--- config.mk ---
export PLATFORM = sky130hd
export DESIGN_NAME = weyl_middle_square_dice_unit_flat
export DESIGN_NICKNAME = d
export VERILOG_FILES = /design/src/rtl/wmsd_pkg.sv /design/src/rtl/wmsd_if.sv /design/src/rtl/weyl_middle_square_dice_unit.sv /design/src/flat_wrapper.sv
export SDC_FILE = /design/constraint.sdc
export NUM_CORES = 2
export LEC_CHECK = 0
export ABC_AREA = 1
export BUFFER_PORTS_ARGS = -buffer_cell sky130_fd_sc_hd__buf_2
export CAP_MARGIN = 20
export CORE_MARGIN = 1.5
export CORE_UTILIZATION = 61
export CTS_CLUSTER_SIZE = 8
export DETAILED_ROUTE_END_ITERATION = 7
export GPL_ROUTABILITY_DRIVEN = 0
export GPL_TIMING_DRIVEN = 0
export HOLD_SLACK_MARGIN = 0.15
export PLACE_DENSITY = 0.75
export SETUP_SLACK_MARGIN = 0.02
export SYNTH_ARGS = -nofsm -noshare
export SYNTH_HDL_FRONTEND = slang
export SYNTH_SLANG_ARGS = --single-unit
--- constraint.sdc ---
create_clock -name clk -period 21.1 [get_ports clk]
set_clock_uncertainty 0.05 [all_clocks]
set_input_delay 4.22 -clock clk [delete_from_list [all_inputs] [get_ports clk]]
set_output_delay 4.22 -clock clk [all_outputs]
set_load 0.05 [all_outputs]
--- src/rtl/wmsd_pkg.sv ---
// Package for the middle-square Weyl dice unit.
// Holds widths, constants and the sequencer state type.
// No dependencies; every other file of the block uses it.
package wmsd_pkg;

    localparam int unsigned WORD_W  = 31;
    localparam int unsigned STATE_W = 64;
    localparam int unsigned HALF_W  = 32;
    localparam int unsigned TRIES_W = 24;
    localparam int unsigned STEP_W  = 5;

    localparam logic [STATE_W-1:0] WEYL_INC = 64'hB5AD_4ECE_DA1C_E2A9;
    localparam logic [WORD_W-1:0]  RAW_MAX  = 31'h7FFF_FFFF;
    localparam logic [STEP_W-1:0]  DIV_LAST = 5'(WORD_W - 1);

    localparam logic CMD_SEED = 1'b0;
    localparam logic CMD_DRAW = 1'b1;

    typedef enum logic [5:0] {
        ST_IDLE  = 6'b000001,
        ST_DIV   = 6'b000010,
        ST_SQ_LO = 6'b000100,
        ST_SQ_HI = 6'b001000,
        ST_MIX   = 6'b010000,
        ST_OUT   = 6'b100000
    } state_t;

endpackage

--- src/rtl/wmsd_if.sv ---
// Valid/ready channel interfaces of the middle-square Weyl dice unit.
// Depends on wmsd_pkg for the field widths.
interface wmsd_req_if;
    logic                         valid;
    logic                         ready;
    logic                         cmd;
    logic [wmsd_pkg::WORD_W-1:0]  seed_value;
    logic [wmsd_pkg::WORD_W-1:0]  dice_sides;

    modport source (output valid, output cmd, output seed_value, output dice_sides,
                     input ready);
    modport sink   (input valid, input cmd, input seed_value, input dice_sides,
                    output ready);
endinterface

interface wmsd_rsp_if;
    logic                         valid;
    logic                         ready;
    logic [wmsd_pkg::WORD_W-1:0]  dice_value;

    modport source (output valid, output dice_value, input ready);
    modport sink   (input valid, input dice_value, output ready);
endinterface

--- src/rtl/weyl_middle_square_dice_unit.sv ---
// Middle-square Weyl dice unit: a reseed gives no result.
// A draw forms floor(0x7fffffff/d) in the shared divider, runs generator tries (2 multiplier
// passes, 1 mix, 31 divide steps each) and then loads the result register; a new request is
// taken only once that register is loaded. With d = 0 the draw skips the divider and loads a
// zero result. A finished draw waits while an earlier result is not taken; a reseed is not
// blocked by a waiting result.
// rst_n clears the square state, the Weyl counter and all control asynchronously.
module weyl_middle_square_dice_unit (
    input  logic           clk,
    input  logic           rst_n,
    wmsd_req_if.sink       req,
    wmsd_rsp_if.source     rsp
);

    wmsd_pkg::state_t state_reg, state_next;

    logic [wmsd_pkg::STATE_W-1:0] sq_reg, sq_next;
    logic [wmsd_pkg::STATE_W-1:0] weyl_reg, weyl_next;
    logic [wmsd_pkg::STATE_W-1:0] prod_reg, prod_next;
    logic [wmsd_pkg::STATE_W-1:0] acc_reg, acc_next;
    logic [wmsd_pkg::WORD_W-1:0]  d_reg, d_next;
    logic [wmsd_pkg::WORD_W-1:0]  dvsr_reg, dvsr_next;
    logic [wmsd_pkg::WORD_W-1:0]  quo_reg, quo_next;
    logic [wmsd_pkg::WORD_W-1:0]  rem_reg, rem_next;
    logic [wmsd_pkg::STEP_W-1:0]  step_reg, step_next;
    logic [wmsd_pkg::TRIES_W-1:0] tries_reg, tries_next;
    logic                         phase_reg, phase_next;
    logic [wmsd_pkg::WORD_W-1:0]  res_reg, res_next;
    logic                         rsp_valid_reg, rsp_valid_next;
    logic [wmsd_pkg::WORD_W-1:0]  out_reg, out_next;

    // Shared 32x32 multiplier.
    logic [wmsd_pkg::HALF_W-1:0]  mul_a;
    logic [wmsd_pkg::HALF_W-1:0]  mul_b;
    logic [wmsd_pkg::STATE_W-1:0] mul_p;

    // One restoring divide step.
    logic [wmsd_pkg::WORD_W:0]    div_shift;
    logic                         div_ge;
    logic [wmsd_pkg::WORD_W:0]    div_diff;
    logic [wmsd_pkg::WORD_W-1:0]  step_quo;
    logic [wmsd_pkg::WORD_W-1:0]  step_rem;

    logic [wmsd_pkg::STATE_W-1:0] mix_sum;
    logic                         req_fire;

    assign mul_a = (state_reg == wmsd_pkg::ST_SQ_HI) ? sq_reg[63:32] : sq_reg[31:0];
    assign mul_b = sq_reg[31:0];
    assign mul_p = 64'(mul_a) * 64'(mul_b);

    assign div_shift = {rem_reg, quo_reg[wmsd_pkg::WORD_W-1]};
    assign div_ge    = div_shift >= {1'b0, dvsr_reg};
    assign div_diff  = div_shift - {1'b0, dvsr_reg};
    assign step_rem  = div_ge ? div_diff[wmsd_pkg::WORD_W-1:0]
                              : div_shift[wmsd_pkg::WORD_W-1:0];
    assign step_quo  = {quo_reg[wmsd_pkg::WORD_W-2:0], div_ge};

    // Cross term hi*lo enters twice, hence the shift by 33.
    assign mix_sum = acc_reg + {prod_reg[30:0], 33'b0};

    assign req.ready  = (state_reg == wmsd_pkg::ST_IDLE);
    assign req_fire   = req.valid && req.ready;
    assign rsp.valid  = rsp_valid_reg;
    assign rsp.dice_value = out_reg;

    always_comb
    begin
        state_next     = state_reg;
        sq_next        = sq_reg;
        weyl_next      = weyl_reg;
        prod_next      = prod_reg;
        acc_next       = acc_reg;
        d_next         = d_reg;
        dvsr_next      = dvsr_reg;
        quo_next       = quo_reg;
        rem_next       = rem_reg;
        step_next      = step_reg;
        tries_next     = tries_reg;
        phase_next     = phase_reg;
        res_next       = res_reg;
        rsp_valid_next = rsp_valid_reg;
        out_next       = out_reg;

        if (rsp_valid_reg && rsp.ready)
        begin
            rsp_valid_next = 1'b0;
        end

        unique case (state_reg)
            wmsd_pkg::ST_IDLE:
            begin
                if (req_fire)
                begin
                    if (req.cmd == wmsd_pkg::CMD_SEED)
                    begin
                        sq_next   = {33'b0, req.seed_value};
                        weyl_next = '0;
                    end
                    else if (req.dice_sides == '0)
                    begin
                        res_next   = '0;
                        state_next = wmsd_pkg::ST_OUT;
                    end
                    else
                    begin
                        d_next     = req.dice_sides;
                        dvsr_next  = req.dice_sides;
                        quo_next   = wmsd_pkg::RAW_MAX;
                        rem_next   = '0;
                        step_next  = '0;
                        tries_next = '0;
                        phase_next = 1'b0;
                        state_next = wmsd_pkg::ST_DIV;
                    end
                end
            end
            wmsd_pkg::ST_DIV:
            begin
                quo_next  = step_quo;
                rem_next  = step_rem;
                step_next = step_reg + 5'd1;
                if (step_reg == wmsd_pkg::DIV_LAST)
                begin
                    if (!phase_reg)
                    begin
                        // The quotient becomes the divisor for every raw word.
                        dvsr_next  = step_quo;
                        phase_next = 1'b1;
                        state_next = wmsd_pkg::ST_SQ_LO;
                    end
                    else if (step_quo < d_reg)
                    begin
                        res_next   = step_quo;
                        state_next = wmsd_pkg::ST_OUT;
                    end
                    else if (tries_reg == '1)
                    begin
                        res_next   = d_reg - 31'd1;
                        state_next = wmsd_pkg::ST_OUT;
                    end
                    else
                    begin
                        tries_next = tries_reg + 24'd1;
                        state_next = wmsd_pkg::ST_SQ_LO;
                    end
                end
            end
            wmsd_pkg::ST_SQ_LO:
            begin
                prod_next  = mul_p;
                weyl_next  = weyl_reg + wmsd_pkg::WEYL_INC;
                state_next = wmsd_pkg::ST_SQ_HI;
            end
            wmsd_pkg::ST_SQ_HI:
            begin
                prod_next  = mul_p;
                acc_next   = prod_reg + weyl_reg;
                state_next = wmsd_pkg::ST_MIX;
            end
            wmsd_pkg::ST_MIX:
            begin
                sq_next    = {mix_sum[31:0], mix_sum[63:32]};
                quo_next   = mix_sum[62:32];
                rem_next   = '0;
                step_next  = '0;
                state_next = wmsd_pkg::ST_DIV;
            end
            wmsd_pkg::ST_OUT:
            begin
                if (!rsp_valid_reg || rsp.ready)
                begin
                    out_next       = res_reg;
                    rsp_valid_next = 1'b1;
                    state_next     = wmsd_pkg::ST_IDLE;
                end
            end
            default:
            begin
                state_next = wmsd_pkg::ST_IDLE;
            end
        endcase
    end

    always_ff @(posedge clk or negedge rst_n)
    begin
        if (!rst_n)
        begin
            state_reg     <= wmsd_pkg::ST_IDLE;
            sq_reg        <= '0;
            weyl_reg      <= '0;
            step_reg      <= '0;
            tries_reg     <= '0;
            phase_reg     <= 1'b0;
            rsp_valid_reg <= 1'b0;
        end
        else
        begin
            state_reg     <= state_next;
            sq_reg        <= sq_next;
            weyl_reg      <= weyl_next;
            step_reg      <= step_next;
            tries_reg     <= tries_next;
            phase_reg     <= phase_next;
            rsp_valid_reg <= rsp_valid_next;
        end
    end

    always_ff @(posedge clk)
    begin
        prod_reg <= prod_next;
        acc_reg  <= acc_next;
        d_reg    <= d_next;
        dvsr_reg <= dvsr_next;
        quo_reg  <= quo_next;
        rem_reg  <= rem_next;
        res_reg  <= res_next;
        out_reg  <= out_next;
    end

endmodule

--- src/flat_wrapper.sv ---
// flat-port wrapper written by rule: the top's interface ports become plain ports
module weyl_middle_square_dice_unit_flat 
  (clk, rst_n, req_valid, req_cmd, req_seed_value, req_dice_sides, req_ready, rsp_valid, rsp_dice_value, rsp_ready);
  wmsd_req_if req_i ();
  wmsd_rsp_if rsp_i ();
  input  logic clk;
  input  logic rst_n;
  input wire logic [$bits(req_i.valid)-1:0] req_valid;
  input wire logic [$bits(req_i.cmd)-1:0] req_cmd;
  input wire logic [$bits(req_i.seed_value)-1:0] req_seed_value;
  input wire logic [$bits(req_i.dice_sides)-1:0] req_dice_sides;
  output wire logic [$bits(req_i.ready)-1:0] req_ready;
  output wire logic [$bits(rsp_i.valid)-1:0] rsp_valid;
  output wire logic [$bits(rsp_i.dice_value)-1:0] rsp_dice_value;
  input wire logic [$bits(rsp_i.ready)-1:0] rsp_ready;
  assign req_i.valid = req_valid;
  assign req_i.cmd = req_cmd;
  assign req_i.seed_value = req_seed_value;
  assign req_i.dice_sides = req_dice_sides;
  assign req_ready = req_i.ready;
  assign rsp_valid = rsp_i.valid;
  assign rsp_dice_value = rsp_i.dice_value;
  assign rsp_i.ready = rsp_ready;
  weyl_middle_square_dice_unit u_core (.clk(clk), .rst_n(rst_n), .req(req_i), .rsp(rsp_i));
endmodule
# Word level (Yosys, flattened, before mapping)
# Cells that the tools add are included.
# totals
regBits	479
input_bits	67
# classes
add_sub_neg	7
n_mul	1
magnitude_cmp	2
eq_ne	20
mux	59
n_bitwise	1
reduce_logical	20
# op_table
op	n
2-to-1 mux 31 bit	19
2-to-1 mux 64 bit	4
case mux 64 bit (2 select lines)	2
case mux 31 bit (3 select lines)	2
2-to-1 mux 24 bit	7
adder 64 bit	2
case mux 31 bit (2 select lines)	2
adder 64 bit (second input constant)	1
multiplier 32 x 32 -> 64 bit	1
2-to-1 mux 6 bit	8
case mux 24 bit (2 select lines)	1
case mux 6 bit (6 select lines)	1
greater-or-equal comparator 32 x 31 -> 1 bit	1
2-to-1 mux 32 bit	1
zero test 31 bit	1
less-than comparator 31 bit	1
subtractor 31 x 1 -> 31 bit (second input constant)	1
subtractor 31 bit	1
adder 24 x 1 -> 24 bit (second input constant)	1
equality test 24 bit (second input constant)	1
!= test 2 bit (second input constant)	8
2-to-1 mux 5 bit	3
case mux 5 bit (3 select lines)	1
AND reduction 4 bit	3
25 further kinds	37

# Depth between registers and ports, before layout
# logic_depth
ltp_word	6
ltp_mapped	39

# Least setup slack after synthesis
# OpenSTA, ideal clock, no wires.
# synth_path
path_kind	register to register
start	register u_core.state_reg[1]
end	register u_core.prod_reg[42] in the netlist's numbering, data pin
setup_time_ps	265
arrival_ps	9637
required_time_ps	20785
slack_ps	11148
path_stages_with_launch	32
synth_period_minus_slack_ps	9952
cell_sequence	dfrtp_1 > nor2_1 > inv_2 > nor4_4 > clkbuf_1 > a21oi_1 > buf_2 > nor2_1 > fa_1 > fa_1 > fa_1 > inv_1 > fa_1 > inv_1 > fa_1 > inv_1 > fa_1 > inv_1 > fa_1 > fa_1 > ha_1 > nand2_1 > nor2_1 > nand2_1 > inv_1 > nand4_1 > nand3_1 > a21oi_1 > o21ai_0 > a21oi_1 > o21ai_0 > xor2_1
# synth_between
elab_chain_len	3
# synth_rtl
element	line_no	text
from (decl)	weyl_middle_square_dice_unit.sv:15	wmsd_pkg::state_t state_reg, state_next;
from (signal assigned)	weyl_middle_square_dice_unit.sv:188	state_reg <= wmsd_pkg::ST_IDLE;
from (signal assigned)	weyl_middle_square_dice_unit.sv:198	state_reg <= state_next;
equality test 6 x 4 -> 1 bit	weyl_middle_square_dice_unit.sv:47	assign mul_a = (state_reg == wmsd_pkg::ST_SQ_HI) ? sq_reg[63:32] : sq_reg[31:0];
2-to-1 mux 32 bit	weyl_middle_square_dice_unit.sv:47	
multiplier 32 x 32 -> 64 bit	weyl_middle_square_dice_unit.sv:49	assign mul_p = 64'(mul_a) * 64'(mul_b);
net u_core.mul_p, one bit	weyl_middle_square_dice_unit.sv:35	logic [wmsd_pkg::STATE_W-1:0] mul_p;
to (signal assigned)	weyl_middle_square_dice_unit.sv:210	prod_reg <= prod_next;
to (decl)	weyl_middle_square_dice_unit.sv:19	logic [wmsd_pkg::STATE_W-1:0] prod_reg, prod_next;
# The timed path passes the listed nets, and every way through them passes these cells.
# A chain may end at the register's enable or synchronous reset.

# Final worst setup path
# layout_path
start	register u_core.state_reg[1]
end	register u_core.prod_reg[61] in the netlist's numbering, data pin
# The elaborated chain is that of the path after synthesis.

==> flow_metrics.env <==
export IMPL_crit_arrival_ns=11.67
export IMPL_crit_type="reg -> reg"
export IMPL_cp_slowest_cell="clkbuf_1"
export IMPL_synth_fp_nets=8747
export IMPL_ys_seq_area_share_pct=22.1
export IMPL_rows=116
export IMPL_postSynthAreaPerCell_um2=8.35
export IMPL_cp_common_cell="fa_1"
export IMPL_root_buffer="clkbuf_16"
export IMPL_syn_instance_count=7359
export IMPL_startpoint_type="flop"
export IMPL_antenna_found_initial=20
export IMPL_drt_iter0_drc=8751
export IMPL_grt_pass1_wl_um=335000
export IMPL_core_area_mm2=0.100
export IMPL_ant_nets=0
export IMPL_ys_flop_type="edfxtp_1"
export IMPL_synthTopCellsByArea="fa_1 29%, edfxtp_1 15%, ha_1 8.6%"
export IMPL_h_tree_depth=3
export IMPL_max_stage_delay_ns=0.68
export IMPL_layout_nets=8940
export IMPL_drc_errors=253
export IMPL_synth_warnings=0
export IMPL_min_period_ns=11.35
export IMPL_vias_per_cell=6.34
export IMPL_groute_usage_overall_pct=44.6
export IMPL_timing_rr_end="u_core.prod_reg[61]"
export IMPL_synthArstFlopShare_pct=34.4
export IMPL_finalSetupViolCount=0
export IMPL_hold_class="reg -> reg"
export IMPL_dp_hpwl_um=182000
export IMPL_path_clk_slew_ns=0.05
export IMPL_area_delta_synth_final_pct=7.47
export IMPL_fp_dieW_um=320
export IMPL_clk_insertion_delay_late_ns=0.65
export IMPL_cts_setup_buffers=0
export IMPL_violations="design-rule violations"
export IMPL_clock_sinks=479
export IMPL_firstDrtPassIters=8
export IMPL_max_slew_worst_pin_slew_ns=1.42
export IMPL_nFillCells=8236
export IMPL_grt_max_degree=94
export IMPL_status="complete, but fails checks"
export IMPL_cts_resized=0
export IMPL_start_util_pct=61.5
export IMPL_yosysMostFrequentCell="inv_1"
export IMPL_period_share_pct=53.8
export IMPL_ys_seq_elements=479
export IMPL_timing_rr_start="u_core.state_reg[1]"
export IMPL_portBuffers=99
export IMPL_worstPathRequired_ns=21.42
export IMPL_r2r_slack_ns=9.75
export IMPL_hold_viol_final=0
export IMPL_post_drt_wl_per_cell_um=25.6
export IMPL_slew_violations=0
export IMPL_die_area_mm2=0.103
export IMPL_setup_tns_ns=0
export IMPL_r2r_cells=35
export IMPL_path_max_fanout=10
export IMPL_drive_above_1_share_pct=4.43
export IMPL_yosys_top_cells_count="1405 x inv_1, 1206 x nand2_1, 1074 x nor2_1"
export IMPL_max_cap_viol_count=0
export IMPL_vias=56400
export IMPL_rsz0062_at_grt="no"
export IMPL_clockBufferDepth=3
export IMPL_grt_ovfl_total=0
export IMPL_min_path_cells=0
export IMPL_die_y_um=320
export IMPL_synth_top_cell_by_area="fa_1"
export IMPL_crit_end="u_core.prod_reg[61]"
export IMPL_synthesis_area_mm2=0.0615
export IMPL_ys_types=59
export IMPL_ios=100
export IMPL_max_freq_mhz=88.1
export IMPL_cts_hold_buf=0
export IMPL_first_global_vias=54300
export IMPL_max_slew_margin_rel_pct=5.53
export IMPL_cp_end_kind="flop"
export IMPL_cts_tree="done"
export IMPL_cts_inserted_buffers=70
export IMPL_setup_worst_path_start="u_core.state_reg[1]"
export IMPL_yosysTopAreaCellShare_pct=29.3
export IMPL_synth_edff_count=314
export IMPL_wl_um=228000
==> worst max-delay path: cells and delay by family, from the launching register on <==
kind / cells / cell delay (ns)
AOI/OAI and AO/OA: 5 / 1.87
adders and majority gates: 9 / 4.53
buffers and inverters: 12 / 2.50
DFF: 1 / 0.41
and+or+nand+nor: 9 / 1.67
==> cells by family (layout without fill, tap and decap cells) <==
kind of cell               Yosys count  count (layout)  share of synthesized area [%]
and+or+nand+nor                   2676            2676                           17.5
AOI/OAI and AO/OA                  989             989                           9.23
xor gates and xnor gates           200             200                           2.85
buffers and inverters             1694            1920                           10.5
DFF                                479             479                           22.1
adders and majority gates         1321            1321                           37.9
other                                0              18                              0
==> final cells by class <==
class	count	area, um2	area share [%]
well taps	1298	1620	2.46
multi-input cells	5186	41500	62.8
diodes	18	45.0	0.0682
plain buffers	239	986	1.49
inverters	1455	5460	8.27
clock buffers	98	1890	2.86
flip-flops and latches	479	13600	20.5
clock inverters	7	148	0.224
repair buffers	121	838	1.27
==> through the flow <==
stage                     cells  area, um2  utilization, %  hold WS (ns)  setup slack, ns
after global placement     8756      63600            63.6         0.351             7.64
after floorplan            7359      61500               -         0.350            11.15
final                      8901      66000            66.0         0.361             9.75
after CTS                  8871      65800            65.8         0.362             9.99
after global routing       8885      66000            66.0         0.370             9.75
after detailed placement   8766      63800            63.8         0.355            10.12
==> worst min path at each step <==
stage,start,to,slack (ns)
finish,u_core.res_reg[19],u_core.rsp.dice_value[19],0.36
CTS,u_core.res_reg[19],u_core.rsp.dice_value[19],0.36
floorplan,u_core.res_reg[0],u_core.rsp.dice_value[0],0.35
global placement,u_core.res_reg[9],u_core.rsp.dice_value[9],0.35
global route,u_core.res_reg[13],u_core.rsp.dice_value[13],0.37
detailed placement,u_core.res_reg[19],u_core.rsp.dice_value[19],0.35
==> placed cells by master (no fill, tap or decap), types with 76 or more instances in the layout <==
| cell type | instances |
|---|---|
| o21ai_0 | 282 |
| edfxtp_1 | 314 |
| fa_1 | 899 |
| clkbuf_1 | 199 |
| ha_1 | 422 |
| nor2_1 | 1071 |
| nand2_1 | 1205 |
| a31oi_1 | 86 |
| nor3_1 | 76 |
| xor2_1 | 132 |
| inv_1 | 1405 |
| a21oi_1 | 395 |
| nand3_1 | 202 |
| dfrtp_1 | 164 |
| buf_2 | 157 |
==> per-layer routing <==
| layer | vias up | routed length (um) | track usage (%) |
|---|---|---|---|
| li1 | 23500 | - | - |
| met1 | 26900 | 79300 | 54.9 |
| met2 | 4771 | 89000 | 60.6 |
| met3 | 1289 | 38700 | 22.9 |
| met4 | 34 | 20500 | 29.4 |
| met5 | - | 584 | 3.12 |
Power is not shown: default switching activity piles up to over one toggle a cycle in this logic, so the estimate is an artifact.
